--- src/rtl/catmull_rom_closed_curve_eval_core_defines.svh ---
// Assertion macros used by the curve evaluator controller.
`ifndef CATMULL_ROM_CLOSED_CURVE_EVAL_CORE_DEFINES_SVH
`define CATMULL_ROM_CLOSED_CURVE_EVAL_CORE_DEFINES_SVH
// Same-cycle implication, checked on every rising edge outside reset.
`define CRCE_ASSERT_NOW(label, ante, cons, msg) \
	label: assert property (@(posedge clk) disable iff (!arst_n) (ante) |-> (cons)) \
		else $error(msg);
// Next-cycle implication, checked on every rising edge outside reset.
`define CRCE_ASSERT_NEXT(label, ante, cons, msg) \
	label: assert property (@(posedge clk) disable iff (!arst_n) (ante) |=> (cons)) \
		else $error(msg);
`endif

--- src/rtl/crce_pkg.sv ---
// Package with types, constants and helpers of the curve evaluator.
`timescale 1ns / 1ps
package crce_pkg;
	localparam int MAX_POINTS = 64;
	localparam int PTR_W = $clog2(MAX_POINTS);
	localparam int CNT_W = $clog2(MAX_POINTS + 1);
	localparam int COORD_W = 32;
	localparam int PARAM_W = 16;
	localparam int ACC_W = COORD_W + 8;
	localparam int PROD_W = ACC_W + PARAM_W + 1;

	typedef enum logic [1:0] {
		OP_APPEND = 2'd0,
		OP_EVAL   = 2'd1,
		OP_CLEAR  = 2'd2,
		OP_NONE   = 2'd3
	} op_t;

	localparam logic [1:0] STATUS_OK   = 2'd0;
	localparam logic [1:0] STATUS_FEW  = 2'd1;
	localparam logic [1:0] STATUS_FULL = 2'd2;

	typedef enum logic [2:0] {
		ST_IDLE,
		ST_DISPATCH,
		ST_READ,
		ST_MUL,
		ST_ACC,
		ST_FIN,
		ST_DONE
	} state_t;

	typedef struct packed {
		logic [1:0]                op;
		logic signed [COORD_W-1:0] coord_x;
		logic signed [COORD_W-1:0] coord_y;
		logic signed [COORD_W-1:0] coord_z;
		logic [PARAM_W-1:0]        curve_param;
	} in_t;

	typedef struct packed {
		logic signed [COORD_W-1:0] pos_x;
		logic signed [COORD_W-1:0] pos_y;
		logic signed [COORD_W-1:0] pos_z;
		logic signed [COORD_W-1:0] tan_x;
		logic signed [COORD_W-1:0] tan_y;
		logic signed [COORD_W-1:0] tan_z;
		logic [1:0]                status;
	} out_t;

	typedef struct packed {
		logic       latch;
		logic       dispatch;
		logic       rd_en;
		logic       cap_en;
		logic [1:0] cap_sel;
		logic       mul_en;
		logic       acc_en;
		logic       fin_en;
		logic [2:0] step;
		logic [1:0] axis;
	} cmd_t;

	typedef struct packed {
		op_t  op;
		logic few;
		logic full;
	} stat_t;

	function automatic logic signed [COORD_W-1:0] sat_coord(input logic signed [ACC_W:0] v);
		logic signed [ACC_W:0] hi;
		logic signed [ACC_W:0] lo;
		hi = (ACC_W+1)'({1'b0, {(COORD_W-1){1'b1}}});
		lo = -hi - (ACC_W+1)'(1);
		if (v > hi) begin
			sat_coord = hi[COORD_W-1:0];
		end else if (v < lo) begin
			sat_coord = lo[COORD_W-1:0];
		end else begin
			sat_coord = v[COORD_W-1:0];
		end
	endfunction
endpackage

--- src/rtl/crce_ctrl.sv ---
// Controller state machine that sequences append, clear and evaluate transactions.
`timescale 1ns / 1ps
`include "catmull_rom_closed_curve_eval_core_defines.svh"
module crce_ctrl (
	input  logic           clk,
	input  logic           arst_n,
	input  logic           start,
	output logic           busy,
	output logic           done,
	input  crce_pkg::stat_t stat,
	output crce_pkg::cmd_t  cmd
);
	crce_pkg::state_t state_q, state_d;
	logic [2:0] rd_cnt_q;
	logic [1:0] axis_q;
	logic [2:0] step_q;

	always_comb begin
		state_d = state_q;
		case (state_q)
			crce_pkg::ST_IDLE: begin
				if (start) state_d = crce_pkg::ST_DISPATCH;
			end
			crce_pkg::ST_DISPATCH: begin
				if (stat.op == crce_pkg::OP_EVAL && !stat.few) begin
					state_d = crce_pkg::ST_READ;
				end else begin
					state_d = crce_pkg::ST_DONE;
				end
			end
			crce_pkg::ST_READ: begin
				if (rd_cnt_q == 3'd4) state_d = crce_pkg::ST_MUL;
			end
			crce_pkg::ST_MUL: state_d = crce_pkg::ST_ACC;
			crce_pkg::ST_ACC: begin
				state_d = (step_q == 3'd4) ? crce_pkg::ST_FIN : crce_pkg::ST_MUL;
			end
			crce_pkg::ST_FIN: begin
				state_d = (axis_q == 2'd2) ? crce_pkg::ST_DONE : crce_pkg::ST_MUL;
			end
			crce_pkg::ST_DONE: state_d = crce_pkg::ST_IDLE;
			default: state_d = crce_pkg::ST_IDLE;
		endcase
	end

	always_comb begin
		cmd = '0;
		cmd.step = step_q;
		cmd.axis = axis_q;
		cmd.cap_sel = 2'(rd_cnt_q - 3'd1);
		busy = 1'b1;
		done = 1'b0;
		case (state_q)
			crce_pkg::ST_IDLE: begin
				busy = 1'b0;
				cmd.latch = start;
			end
			crce_pkg::ST_DISPATCH: cmd.dispatch = 1'b1;
			crce_pkg::ST_READ: begin
				cmd.rd_en = (rd_cnt_q != 3'd4);
				cmd.cap_en = (rd_cnt_q != 3'd0);
			end
			crce_pkg::ST_MUL: cmd.mul_en = 1'b1;
			crce_pkg::ST_ACC: cmd.acc_en = 1'b1;
			crce_pkg::ST_FIN: cmd.fin_en = 1'b1;
			crce_pkg::ST_DONE: done = 1'b1;
			default: busy = 1'b1;
		endcase
	end

	always_ff @(posedge clk or negedge arst_n) begin
		if (!arst_n) begin
			state_q <= crce_pkg::ST_IDLE;
			rd_cnt_q <= '0;
			axis_q <= '0;
			step_q <= '0;
		end else begin
			state_q <= state_d;
			case (state_q)
				crce_pkg::ST_IDLE: begin
					rd_cnt_q <= '0;
					axis_q <= '0;
					step_q <= '0;
				end
				crce_pkg::ST_READ: rd_cnt_q <= rd_cnt_q + 3'd1;
				crce_pkg::ST_ACC: begin
					if (step_q != 3'd4) step_q <= step_q + 3'd1;
				end
				crce_pkg::ST_FIN: begin
					step_q <= '0;
					axis_q <= axis_q + 2'd1;
				end
				default: rd_cnt_q <= rd_cnt_q;
			endcase
		end
	end

	`CRCE_ASSERT_NEXT(a_done_one_cycle, done, !done, "result strobe longer than one cycle")
	`CRCE_ASSERT_NEXT(a_accept_busy, start && !busy, busy, "accepted transaction did not raise busy")
	`CRCE_ASSERT_NOW(a_read_bound, state_q == crce_pkg::ST_READ, rd_cnt_q <= 3'd4,
		"point read counter overran")
	`CRCE_ASSERT_NOW(a_step_bound, cmd.mul_en || cmd.acc_en, step_q <= 3'd4 && axis_q <= 2'd2,
		"basis step or axis out of range")
endmodule

--- config.mk ---
export PLATFORM = sky130hd
export DESIGN_NAME = crce_ctrl
export DESIGN_NICKNAME = d
export VERILOG_FILES = /design/src/rtl/crce_pkg.sv /design/src/rtl/crce_ctrl.sv
export VERILOG_INCLUDE_DIRS = /design/src /design/src/rtl
export SDC_FILE = /design/constraint.sdc
export NUM_CORES = 1
export LEC_CHECK = 0
export ABC_AREA = 1
export BUFFER_PORTS_ARGS = -buffer_cell sky130_fd_sc_hd__buf_2
export CAP_MARGIN = 20
export CORE_MARGIN = 8
export CORE_UTILIZATION = 51
export DETAILED_ROUTE_END_ITERATION = 10
export GPL_ROUTABILITY_DRIVEN = 0
export HOLD_SLACK_MARGIN = 0.1
export PLACE_DENSITY = 0.91
export SYNTH_ARGS = -nofsm -noshare
export SYNTH_HDL_FRONTEND = slang
export SYNTH_SLANG_ARGS = --single-unit
--- constraint.sdc ---
create_clock -name clk -period 3.3 [get_ports clk]
set_input_delay 0.66 -clock clk [delete_from_list [all_inputs] [get_ports clk]]
set_output_delay 0.66 -clock clk [all_outputs]
set_load 0.03 [all_outputs]
Word-level counts from Yosys, hierarchy flattened
Index checks and enable logic that the tools add are counted.
- $add $sub $neg: 4
- equal/unequal tests: 15
- muxes and demuxes: 18
- reductions and logical operators: 10
- operator list (operator ; count):
    two-way mux 3 bit ; 6
    one-hot mux 3 bit (6 select lines) ; 1
    == test 3 bit (second input constant) ; 5
    one-hot mux 3 bit (2 select lines) ; 2
    two-way mux 1 bit ; 7
    adder 3 x 1 -> 3 bit (second input constant) ; 2
    == test 3 x 2 -> 1 bit (second input constant) ; 2
    != test 2 bit (second input constant) ; 3
    != test 3 bit (second input constant) ; 2
    nonzero test 2 bit ; 3
    one-hot mux 2 bit (2 select lines) ; 1
    AND reduction 2 bit ; 2
    == test 3 x 1 -> 1 bit (second input constant) ; 1
    logical NOT 3 bit ; 1
    nonzero test 3 bit ; 1
    adder 2 x 1 -> 2 bit (second input constant) ; 1
    == test 2 x 1 -> 1 bit (second input constant) ; 1
    == test 2 bit (second input constant) ; 1
    two-way mux 2 bit ; 1
    OR reduction 2 bit ; 1
    subtractor 2 x 1 -> 2 bit (second input constant) ; 1
    logical AND 1 bit ; 1
    logical NOT 1 bit ; 1
- flip-flop bits (word level): 11
- bits of input ports: 7
- logic and storage cells: 51

Longest topological paths before layout
Gate-level depths: netlist of run 1.
- depth after elaboration: 4
- depth in mapped cells: 7
- depth with buffers taken out: 7

Worst setup path before layout of run 1
Ideal clock, no wire load.
- kind: reg2out
- start: register state_q[0]
- end: output port cmd[13] in the netlist's numbering
- arrival time: 1.290 ns
- data required time: 2.640 ns
- slack: 1.350 ns
- cell stages (with the launch flop): 5
- buffers on the path: 1
- path through: dfrtp_1 -> buf_2 -> nor2_4 -> nand2_2 -> nor2_1
- RTL lines (item ; RTL line ; source):
    from (decl) ; crce_ctrl.sv:13 ; crce_pkg::state_t state_q, state_d;
    from (signal assigned) ; crce_ctrl.sv:73 ; state_q <= crce_pkg::ST_IDLE;
    from (signal assigned) ; crce_ctrl.sv:78 ; state_q <= state_d;
    to (decl) ; crce_ctrl.sv:11 ; output crce_pkg::cmd_t cmd

==> impl_metrics.csv, run 1 <==
group,metric,value,unit
clock_tree,clock_path_buffers,2,
logic_synthesis,synthMostInstantiatedCell,"sky130_fd_sc_hd__nand2_1",
drt,route.final.wire_length,1610,um
placement,post-dp-hpwl,1310,um
worst_setup_path,critical_path_peak_fanout,9,
clock_tree,postCtsSetupRepairBufs,0,
timing,slew_violations,0,
cells_and_area,antenna_cells_inserted,0,
logic_synthesis,synth.ff_latch_count,11,
timing,totalNegativeSetupSlack,0,ns
floorplan,std_cell_rows,13,
clock_tree,cts.root.buffer_cell,"sky130_fd_sc_hd__clkbuf_4",
timing,final_setup_violation_count,0,
cells_and_area,synthToLayoutAreaGrowth,21.1,%
logic_synthesis,postSynthAreaPerCell,7.65,um2
timing,worst_case_headroom_to_the_max_slew_limit,0.722,
logic_synthesis,post_synthesis_cells,90,
cells_and_area,final_area,833,um2
cells_and_area,finish.net_count,127,
logic_synthesis,yosys_most_used_dff,"sky130_fd_sc_hd__dfrtp_1",
floorplan,initial_core_util,0.536,
clock_tree,numCtsBuffers,3,
clock_tree,tritoncts_clock_tree,"yes",
clock_tree,h-tree-depth,1,
timing,clock-skew-final,0.00656,ns
power_and_ir_drop,vdd.ir_drop.worst,0.622,mV
global_route,grt_pass1_vias,645,
floorplan,fp.dieH,52.7,um
logic_synthesis,synth.cells.most_frequent,"21 x sky130_fd_sc_hd__nand2_1, 12 x sky130_fd_sc_hd__inv_1, 11 x sky130_fd_sc_hd__dfrtp_1, 11 x sky130_fd_sc_hd__nand3_1, 9 x sky130_fd_sc_hd__nor2_1",
floorplan,top_level_ports,23,
global_route,grt_util_all_layers,0.123,
drt,postRouteAntennaNets,0,
timing,final_hold_viol_count,0,
run,max_cap_viols,0,
placement,dpl-instance-area,807,um2
logic_synthesis,seq_area_frac_synth,0.400,
clock_tree,clk_latency,0.27,ns
logic_synthesis,net_count_of_the_mapped_netlist,102,
worst_setup_path,worstSetupStartpointType,"flop",
worst_setup_path,timing.critical_path.buf_inv,3,
power_and_ir_drop,power_density,1050,nW/um2
global_route,initial_antenna_violation_count,0,
logic_synthesis,yosysTopAreaCellShare,0.400,
clock_tree,post_cts_hold_buffer_count,0,
logic_synthesis,synth_area,688,um2
logic_synthesis,number_of_synthesized_flops_with_an_enable_pin,0,
global_route,grt_max_degree,12,
timing,tightestPinTransition,0.417,ns
timing,finalCriticalPeriod,2.19,ns
floorplan,fp.dieArea,2780,um2
worst_setup_path,critPathTopFamily,"flip-flops",
timing,hold_slack,0.239,ns
worst_setup_path,crit_path_top_delay_cell,"sky130_fd_sc_hd__dfrtp_1",
worst_setup_path,critical_path.max_stage_delay,0.53,ns
drt,first_pass_iters,4,
timing,post-route-period-util,0.663,
global_route,grt_first_pass_wirelength,2570,um
worst_setup_path,crit_path_end_kind,"primary output",
worst_setup_path,wp_data_required,2.64,ns
timing,grt_setup_unrepaired,"no",
clock_tree,cts_num_sinks,11,
logic_synthesis,yosys-top-cells-area,"sky130_fd_sc_hd__dfrtp_1 40%, sky130_fd_sc_hd__nand2_1 11%, sky130_fd_sc_hd__ha_1 9.1%",
power_and_ir_drop,cellLeakagePower,0.479,nW
logic_synthesis,ys.warnings.count,0,
logic_synthesis,asyncSetResetFlopFracSynth,1.00,
clock_tree,post_cts_resized,0,
drt,viasPerCell,5.12,
floorplan,floorplan.die.width,52.7,um
clock_tree,cts.reportedPaths.clkPinSlew,0.07,ns
outcome,status,"completed",
worst_setup_path,crit_path_cell_trace,"nor2_4, nand2_2, inv_2, nand2_1, inv_1, buf_2",
global_route,grt-ovfl-total,0,
drt,drc,0,
logic_synthesis,netlist_cell_types,18,
worst_setup_path,timing.setup.critical_path_class,"reg2out",
floorplan,core-area,1280,um2
logic_synthesis,yosys.area.top_type,"sky130_fd_sc_hd__dfrtp_1",
drt,num_vias,661,
timing,timing.fmax,457,MHz
drt,drt_iter0_drc,15,
worst_setup_path,arrival,1.53,ns
worst_hold_path,hold_path.class,"in2async",
drt,route.detailed.wl_per_inst,12.4,um
cells_and_area,drive_gt1_frac,0.325,
placement,numPortBuffers,21,
==> state kept, by name (all words and copies together) (netlist names) <==
| register | cells |
|---|---|
| state_q | 3 |
| rd_cnt_q | 3 |
| axis_q | 2 |
| step_q | 3 |
==> final cells by class <==
cell class / count / area (um2)
clock buffers: 4 / 26.3
fillers: 109 / 452
inverters: 17 / 63.8
multi-input cells: 61 / 344
flip-flops and latches: 11 / 275
well taps: 15 / 18.8
repair buffers: 21 / 105
==> layout by cell type, fill, tap and decap left out <==
master                      n
sky130_fd_sc_hd__a21oi_1    1
sky130_fd_sc_hd__buf_2     21
sky130_fd_sc_hd__clkbuf_1   1
sky130_fd_sc_hd__clkbuf_4   3
sky130_fd_sc_hd__dfrtp_1   11
sky130_fd_sc_hd__ha_1       5
sky130_fd_sc_hd__inv_1     12
sky130_fd_sc_hd__inv_2      5
sky130_fd_sc_hd__nand2_1   21
sky130_fd_sc_hd__nand2_2    3
sky130_fd_sc_hd__nand3_1   11
sky130_fd_sc_hd__nand3_4    1
sky130_fd_sc_hd__nor2_1     9
sky130_fd_sc_hd__nor2_2     1
sky130_fd_sc_hd__nor2_4     1
sky130_fd_sc_hd__nor3_2     1
sky130_fd_sc_hd__o21ai_1    3
sky130_fd_sc_hd__o21ai_2    1
sky130_fd_sc_hd__o22ai_1    2
sky130_fd_sc_hd__xnor2_1    1
==> kinds of logic after synthesis <==
kind of cell,after synthesis,share of synthesized area
buf+inv,18,0.100
compound gates,7,0.0600
flops,11,0.400
xor+xnor,1,0.0127
simple gates,48,0.336
fa+ha+maj,5,0.0909
==> path summary, 6_finish.rpt <==
check / slack [ns] / depth (start not counted) / from / endpoint
max: 1.11 / 6 / state_q[0]$_DFFE_PN0P_ / cmd[11]
min: 0.24 / 1 / arst_n / rd_cnt_q[0]$_DFFE_PN0P_
max reg2reg: 2.05 / 7 / step_q[0]$_DFFE_PN0P_ / step_q[2]$_DFFE_PN0P_
min reg2reg: 0.54 / 2 / axis_q[1]$_DFFE_PN0P_ / axis_q[1]$_DFFE_PN0P_
max in group asynchronous: 2.85 / 1 / arst_n / axis_q[1]$_DFFE_PN0P_
min in group clk: 0.54 / 2 / axis_q[1]$_DFFE_PN0P_ / axis_q[1]$_DFFE_PN0P_
==> worst reg2reg max path, delay by kind of cell, from the launching register on <==
kind,cells,cell delay [ns]
DFF,1,0.43
and+or+nand+nor,4,0.28
AOI/OAI and AO/OA,1,0.18
buffers and inverters,1,0.09
adders and majority gates,1,0.17
==> stage by stage <==
step | utilization | instances | power, mW | worst slack (ns)
after global routing | 0.648 | 129 | 0.937 | 1.03
after detailed placement | 0.628 | 125 | 0.786 | 1.41
after global placement | 0.628 | 125 | 0.762 | 1.45
after CTS | 0.648 | 129 | 0.880 | 1.11
final | 0.648 | 129 | 0.873 | 1.11
after floorplan | - | 90 | 0.646 | 1.35
==> power by group <==
part / total [mW] / internal, mW / switching, mW
registers: 0.260 / 0.184 / 0.0768
clock network: 0.0933 / 0.0468 / 0.0465
logic: 0.519 / 0.154 / 0.365
==> per-layer routing <==
layer	track usage	wire [um]	up-vias
met5	0	0	-
met4	0.0647	23	0
met3	0.0398	97	3
met2	0.208	784	20
met1	0.132	699	309
li1	-	-	329
Power figures use the tool's default switching activity.
==> run 2, diff against run 1 <==
--- a/config.mk
+++ b/config.mk
@@ -10,11 +10,11 @@
 export BUFFER_PORTS_ARGS = -buffer_cell sky130_fd_sc_hd__buf_2
 export CAP_MARGIN = 20
 export CORE_MARGIN = 8
-export CORE_UTILIZATION = 51
+export CORE_UTILIZATION = 48
 export DETAILED_ROUTE_END_ITERATION = 10
 export GPL_ROUTABILITY_DRIVEN = 0
 export HOLD_SLACK_MARGIN = 0.1
-export PLACE_DENSITY = 0.91
+export PLACE_DENSITY = 0.87
 export SYNTH_ARGS = -nofsm -noshare
 export SYNTH_HDL_FRONTEND = slang
 export SYNTH_SLANG_ARGS = --single-unit
==> constraint.sdc (replaced) <==
create_clock -name clk -period 2.25 [get_ports clk]
set_input_delay 0.45 -clock clk [delete_from_list [all_inputs] [get_ports clk]]
set_output_delay 0.45 -clock clk [all_outputs]
set_load 0.03 [all_outputs]
==> run 2 against run 1 <==
Clock skew down 0.0027 ns; first-iteration DRC count increased by 87%; non-clock buffer count rose by 1; die area up 4.3%; core utilization is 0.84 points lower; register-to-register slack got worse by 1.0 ns; largest cell class unchanged; sequential share of layout area shrank 0.39 points.
==> impl_metrics.csv, run 2 (synthesis gave the netlist of run 1 again) <==
group,metric,value,unit
global_route,grt_first_pass_wirelength,2600,um
placement,post-dp-hpwl,1290,um
worst_setup_path,crit_path_end_kind,"primary output",
timing,slew_violations,0,
floorplan,core-area,1320,um2
worst_setup_path,arrival,1.52,ns
worst_setup_path,worstSetupStartpointType,"flop",
worst_setup_path,reg2reg_to,"step_q[2]$_DFFE_PN0P_",
placement,numPortBuffers,21,
global_route,grt_util_all_layers,0.120,
power_and_ir_drop,vdd.ir_drop.worst,0.760,mV
drt,postRouteAntennaNets,0,
worst_setup_path,setup.reg_to_reg.worst_slack,1.02,ns
global_route,globalRouteMet3Util,0.0413,
timing,clock-skew-final,0.00389,ns
power_and_ir_drop,p_switching,710,uW
global_route,grt_max_degree,12,
cells_and_area,final_cells,130,
clock_tree,cts.root.buffer_cell,"sky130_fd_sc_hd__clkbuf_4",
power_and_ir_drop,power_frac_comb,0.598,
floorplan,fp.dieArea,2900,um2
floorplan,initial_core_util,0.522,
drt,first_pass_iters,4,
floorplan,top_level_ports,23,
clock_tree,tritoncts_clock_tree,"yes",
global_route,grt_pass1_vias,631,
cells_and_area,mostFrequentLayoutCells,"21 x sky130_fd_sc_hd__nand2_1, 21 x sky130_fd_sc_hd__buf_2, 12 x sky130_fd_sc_hd__inv_1, 11 x sky130_fd_sc_hd__nand3_1, 11 x sky130_fd_sc_hd__dfrtp_1",
global_route,grt.met2_usage,0.212,
worst_setup_path,critical_path.max_stage_delay,0.52,ns
clock_tree,clk_latency,0.27,ns
timing,finalCriticalPeriod,1.97,ns
timing,grt_setup_unrepaired,"no",
global_route,gr-usage-met1,0.120,
worst_setup_path,wp_data_required,1.80,ns
power_and_ir_drop,internal-power,568,uW
power_and_ir_drop,cellLeakagePower,0.483,nW
drt,drc,0,
worst_setup_path,crit_path_top_delay_cell,"sky130_fd_sc_hd__dfrtp_1",
timing,tightestPinTransition,0.405,ns
placement,dpl-instance-area,807,um2
cells_and_area,fin_util,0.640,
timing,final_hold_viol_count,0,
clock_tree,numCtsBuffers,3,
worst_setup_path,setup.worst_path.end,"cmd[10]",
floorplan,std_cell_rows,13,
worst_setup_path,critical_path_peak_fanout,9,
drt,num_vias,660,
outcome,status,"completed",
clock_tree,clock_path_buffers,2,
cells_and_area,top_regs,"rd_cnt_q (3), state_q (3), step_q (3)",
cells_and_area,antenna_cells_inserted,0,
worst_setup_path,crit_path_cell_trace,"nor2_4, nand2_2, a21oi_1, buf_2",
drt,drt_iter0_drc,28,
timing,post-route-period-util,0.877,
worst_setup_path,rr_startpoint,"step_q[0]$_DFFE_PN0P_",
drt,route.final.wire_length,1610,um
drt,route.detailed.wl_per_inst,12.4,um
worst_setup_path,cp-startpoint,"state_q[0]$_DFFE_PN0P_",
power_and_ir_drop,seqPwrFrac,0.297,
clock_tree,cts_num_sinks,11,
clock_tree,cts.reportedPaths.clkPinSlew,0.07,ns
global_route,initial_antenna_violation_count,0,
clock_tree,h-tree-depth,1,
timing,totalNegativeSetupSlack,0,ns
power_and_ir_drop,power_density,1520,nW/um2
floorplan,floorplan.die.width,53.9,um
power_and_ir_drop,power.share.switching,0.556,
worst_hold_path,hold_path.class,"in2reg",
global_route,grt_most_used_layer,"met2",
timing,worst_case_headroom_to_the_max_slew_limit,0.730,
timing,final_setup_violation_count,0,
drt,viasPerCell,5.08,
cells_and_area,finish.net_count,128,
power_and_ir_drop,relative_contribution_of_the_clock_network_to_total_power,0.105,
placement,dp.cells,125,
cells_and_area,final_area,843,um2
cells_and_area,drive_gt1_frac,0.322,
timing,hold_slack,0.516,ns
cells_and_area,synthToLayoutAreaGrowth,22.5,%
floorplan,fp.dieH,53.9,um
timing,timing.fmax,507,MHz
run,max_cap_viols,0,
worst_setup_path,timing.reg2reg.worst_path_depth,7,
worst_setup_path,timing.setup.critical_path_class,"reg2out",
global_route,grt-ovfl-total,0,
run 2: worst min-delay path by stage:
| stage | from | endpoint | slack, ns | depth (start not counted) |
|---|---|---|---|---|
| final | stat[2] | state_q[2]$_DFFE_PN0P_ | 0.52 | 4 |
| after global routing | stat[2] | state_q[2]$_DFFE_PN0P_ | 0.55 | 4 |
| after CTS | stat[2] | state_q[2]$_DFFE_PN0P_ | 0.51 | 4 |
| after detailed placement | arst_n | rd_cnt_q[0]$_DFFE_PN0P_ | 0.33 | 1 |
| after global placement | arst_n | rd_cnt_q[0]$_DFFE_PN0P_ | 0.33 | 1 |
| after floorplan | arst_n | axis_q[0]$_DFFE_PN0P_ | 0.15 | 0 |
run 2: per-layer routing:
layer | share of wire | wire length, um
met2 | 0.49 | 791
met4 | 0.028 | 45
met3 | 0.086 | 139
met1 | 0.39 | 635
met5 | 0 | 0
run 2: metrics by stage:
| stage | worst slack, ns | power (mW) |
|---|---|---|
| floorplan | 0.510 | 0.947 |
| global placement | 0.618 | 1.12 |
| detailed placement | 0.589 | 1.15 |
| CTS | 0.286 | 1.29 |
| global route | 0.200 | 1.37 |
| finish | 0.277 | 1.28 |
run 2: final cells by class:
type,instances,area [um2]
fillers,123,474
multi-input cells,61,344
flip-flops and latches,11,275
repair buffers,22,115
inverters,17,63.8
clock buffers,4,26.3
well taps,15,18.8
run 2: power groups by stage:
stage	Combinational, mW	Sequential, mW	Clock [mW]
global route	0.837	0.391	0.146
CTS	0.770	0.380	0.138
finish	0.764	0.380	0.134
global placement	0.741	0.377	0
detailed placement	0.765	0.382	0
floorplan	0.555	0.392	0
run 2: timing repair:
item,4_1_cts,5_1_grt
hold buffers,1,0
hold endpoints to repair,11,0
resized for setup,0,0
buffers inserted,0,0
setup endpoints to repair,0,0
run 2: worst max-delay path: cells and delay by family (launching register included):
family	cells	cell delay [ns]
buf+inv	1	0.22
simple gates	2	0.36
flops	1	0.52
compound gates	1	0.15
==> run 3, diff against run 2 <==
--- a/config.mk
+++ b/config.mk
@@ -6,7 +6,6 @@
 export SDC_FILE = /design/constraint.sdc
 export NUM_CORES = 1
 export LEC_CHECK = 0
-export ABC_AREA = 1
 export BUFFER_PORTS_ARGS = -buffer_cell sky130_fd_sc_hd__buf_2
 export CAP_MARGIN = 20
 export CORE_MARGIN = 8
@@ -14,7 +13,7 @@
 export DETAILED_ROUTE_END_ITERATION = 10
 export GPL_ROUTABILITY_DRIVEN = 0
 export HOLD_SLACK_MARGIN = 0.1
-export PLACE_DENSITY = 0.87
+export PLACE_DENSITY = 0.86
 export SYNTH_ARGS = -nofsm -noshare
 export SYNTH_HDL_FRONTEND = slang
 export SYNTH_SLANG_ARGS = --single-unit
==> run 3 against run 2 <==
Clock power is 4% higher; sequential cell count unchanged; maximum frequency is 6.5% lower; critical endpoint is now cmd[11]; highest routed layer unchanged.
==> impl_metrics.csv, run 3 <==
group,metric,value,unit
logic_synthesis,ys.warnings.count,0,
drt,route.final.wire_length,1550,um
cells_and_area,mostFrequentLayoutCells,"21 x sky130_fd_sc_hd__buf_2, 11 x sky130_fd_sc_hd__inv_1, 11 x sky130_fd_sc_hd__dfrtp_1, 7 x sky130_fd_sc_hd__o21ai_0, 5 x sky130_fd_sc_hd__ha_1",
worst_setup_path,arrival,1.66,ns
placement,numPortBuffers,21,
cells_and_area,drive_gt1_frac,0.267,
cells_and_area,layout_commonest_cell,"sky130_fd_sc_hd__buf_2",
cells_and_area,final_cells,121,
global_route,grt_max_degree,17,
logic_synthesis,yosys-top-cells-area,"sky130_fd_sc_hd__dfrtp_1 38%, sky130_fd_sc_hd__ha_1 8.7%, sky130_fd_sc_hd__inv_1 5.7%",
run,max_cap_viols,0,
logic_synthesis,seq_area_frac_synth,0.381,
floorplan,initial_core_util,0.497,
logic_synthesis,yosysTopAreaCellShare,0.381,
timing,slew_violations,0,
timing,final_hold_viol_count,0,
floorplan,std_cell_rows,14,
floorplan,floorplan.die.width,54.8,um
logic_synthesis,synth_area,722,um2
worst_setup_path,worstSetupStartpointType,"flop",
floorplan,fp.dieArea,3000,um2
timing,totalNegativeSetupSlack,0,ns
cells_and_area,finish.net_count,118,
cells_and_area,top_regs,"rd_cnt_q (3), state_q (3), step_q (3)",
worst_setup_path,critical_path_peak_fanout,14,
drt,route.detailed.wl_per_inst,12.8,um
drt,drt_iter0_drc,16,
clock_tree,cts_num_sinks,11,
cells_and_area,fillers,128,
logic_synthesis,synth.ff_latch_count,11,
worst_setup_path,timing.setup.critical_path_class,"reg2out",
timing,timing.fmax,474,MHz
power_and_ir_drop,power_density,1540,nW/um2
global_route,initial_antenna_violation_count,0,
clock_tree,cts.reportedPaths.clkPinSlew,0.08,ns
timing,tightestPinTransition,0.398,ns
timing,clock-skew-final,0.00584,ns
logic_synthesis,netlist_cell_types,34,
timing,hold_slack,0.436,ns
clock_tree,numCtsBuffers,3,
placement,dp.cells,116,
clock_tree,tritoncts_clock_tree,"yes",
global_route,grt_pass1_vias,626,
logic_synthesis,yosys_most_used_dff,"sky130_fd_sc_hd__dfrtp_1",
logic_synthesis,postSynthAreaPerCell,8.91,um2
clock_tree,h-tree-depth,1,
floorplan,core-area,1450,um2
floorplan,fp.dieH,54.8,um
clock_tree,clk_latency,0.27,ns
logic_synthesis,synth.cells.most_frequent,"11 x sky130_fd_sc_hd__dfrtp_1, 11 x sky130_fd_sc_hd__inv_1, 7 x sky130_fd_sc_hd__o21ai_0",
outcome,status,"completed",
worst_setup_path,setup.reg_to_reg.worst_slack,0.89,ns
timing,finalCriticalPeriod,2.11,ns
clock_tree,cts.root.buffer_cell,"sky130_fd_sc_hd__clkbuf_4",
drt,viasPerCell,5.50,
worst_setup_path,wp_data_required,1.80,ns
power_and_ir_drop,cellLeakagePower,0.443,nW
cells_and_area,synthToLayoutAreaGrowth,21.1,%
timing,worst_case_headroom_to_the_max_slew_limit,0.734,
logic_synthesis,post_synthesis_cells,81,
floorplan,top_level_ports,23,
drt,num_vias,666,
logic_synthesis,yosys.area.top_type,"sky130_fd_sc_hd__dfrtp_1",
drt,first_pass_iters,4,
logic_synthesis,asyncSetResetFlopFracSynth,1.00,
timing,post-route-period-util,0.938,
clock_tree,clock_path_buffers,2,
drt,drc,0,
logic_synthesis,net_count_of_the_mapped_netlist,93,
drt,postRouteAntennaNets,0,
global_route,grt_first_pass_wirelength,2460,um
global_route,grt_util_all_layers,0.112,
worst_hold_path,hold_path.class,"in2reg",
worst_setup_path,crit_path_end_kind,"primary output",
timing,final_setup_violation_count,0,
cells_and_area,antenna_cells_inserted,0,
clock_tree,post_cts_resized,0,
global_route,grt-ovfl-total,0,
timing,grt_setup_unrepaired,"no",
placement,post-dp-hpwl,1190,um
logic_synthesis,number_of_synthesized_flops_with_an_enable_pin,0,
power_and_ir_drop,vdd.ir_drop.worst,0.848,mV
[run 3: cell types whose count changed after synthesis, sizes merged, moves of 4 or more]
| cell | before | now |
|---|---|---|
| nand2 | 24 | 3 |
| nand2b | 0 | 4 |
| o21ai | 4 | 8 |
| inv | 17 | 11 |
| nor2 | 11 | 4 |
| a21oi | 1 | 5 |
| nand3 | 12 | 3 |
[run 3: metrics by stage]
step | setup slack, ns | total power [mW] | util | cell area [um2]
after global placement | 0.459 | 1.18 | 0.577 | 838
after detailed placement | 0.452 | 1.21 | 0.577 | 838
after CTS | 0.153 | 1.35 | 0.602 | 875
after floorplan | 0.259 | 1.00 | - | 722
final | 0.140 | 1.35 | 0.602 | 875
after global routing | 0.0869 | 1.45 | 0.602 | 875
[run 3: worst paths after layout]
path | from | end | depth (start not counted)
worst max-delay path | state_q[0]$_DFFE_PN0P_ | cmd[11] | 3
worst min-delay path | stat[1] | state_q[2]$_DFFE_PN0P_ | 3
worst max register to register | state_q[1]$_DFFE_PN0P_ | axis_q[0]$_DFFE_PN0P_ | 4
worst min register to register | axis_q[0]$_DFFE_PN0P_ | axis_q[0]$_DFFE_PN0P_ | 1
max in group asynchronous | arst_n | step_q[1]$_DFFE_PN0P_ | 2
min in group asynchronous | arst_n | rd_cnt_q[0]$_DFFE_PN0P_ | 2
[run 3: cells by family (layout without fill, tap and decap cells)]
kind of cell,after synthesis,count (layout),synth area share
AO/OA/AOI/OAI,22,22,0.199
adder cells (fa/ha/maj),5,5,0.0867
buffers and inverters,15,39,0.0901
flip-flops,11,11,0.381
multiplexers,2,2,0.0277
AND/OR/NAND/NOR,26,26,0.215
[run 3: area by class of cell]
| type | instances | area, um2 | area share |
|---|---|---|---|
| multi-input cells | 55 | 382 | 0.436 |
| flip-flops and latches | 11 | 275 | 0.315 |
| repair buffers | 24 | 130 | 0.149 |
| inverters | 11 | 41.3 | 0.0472 |
| clock buffers | 4 | 26.3 | 0.0300 |
| well taps | 16 | 20.0 | 0.0229 |
[run 3: what timing repair did]
action,CTS,global route
buffers inserted,0,0
hold buffers,1,0
endpoints found under the hold margin,11,0
[run 3: routing by layer]
layer | track usage | routed length (um) | up-vias
li1 | - | - | 334
met1 | 0.124 | 710 | 308
met2 | 0.185 | 731 | 20
met3 | 0.00815 | 71 | 4
met4 | 0.102 | 42 | 0
met5 | 0 | 0 | -
[run 3: power breakdown]
group | internal, mW | total, mW | switching (mW)
registers | 0.275 | 0.376 | 0.101
logic | 0.298 | 0.831 | 0.533
clock network | 0.0687 | 0.139 | 0.0703
[run 3: worst max-delay path, stage by stage (launching register included)]
cell and delay (ns):
sky130_fd_sc_hd__dfrtp_1 0.53, sky130_fd_sc_hd__or3b_1 0.49, sky130_fd_sc_hd__a21oi_2 0.16, sky130_fd_sc_hd__buf_2 0.22
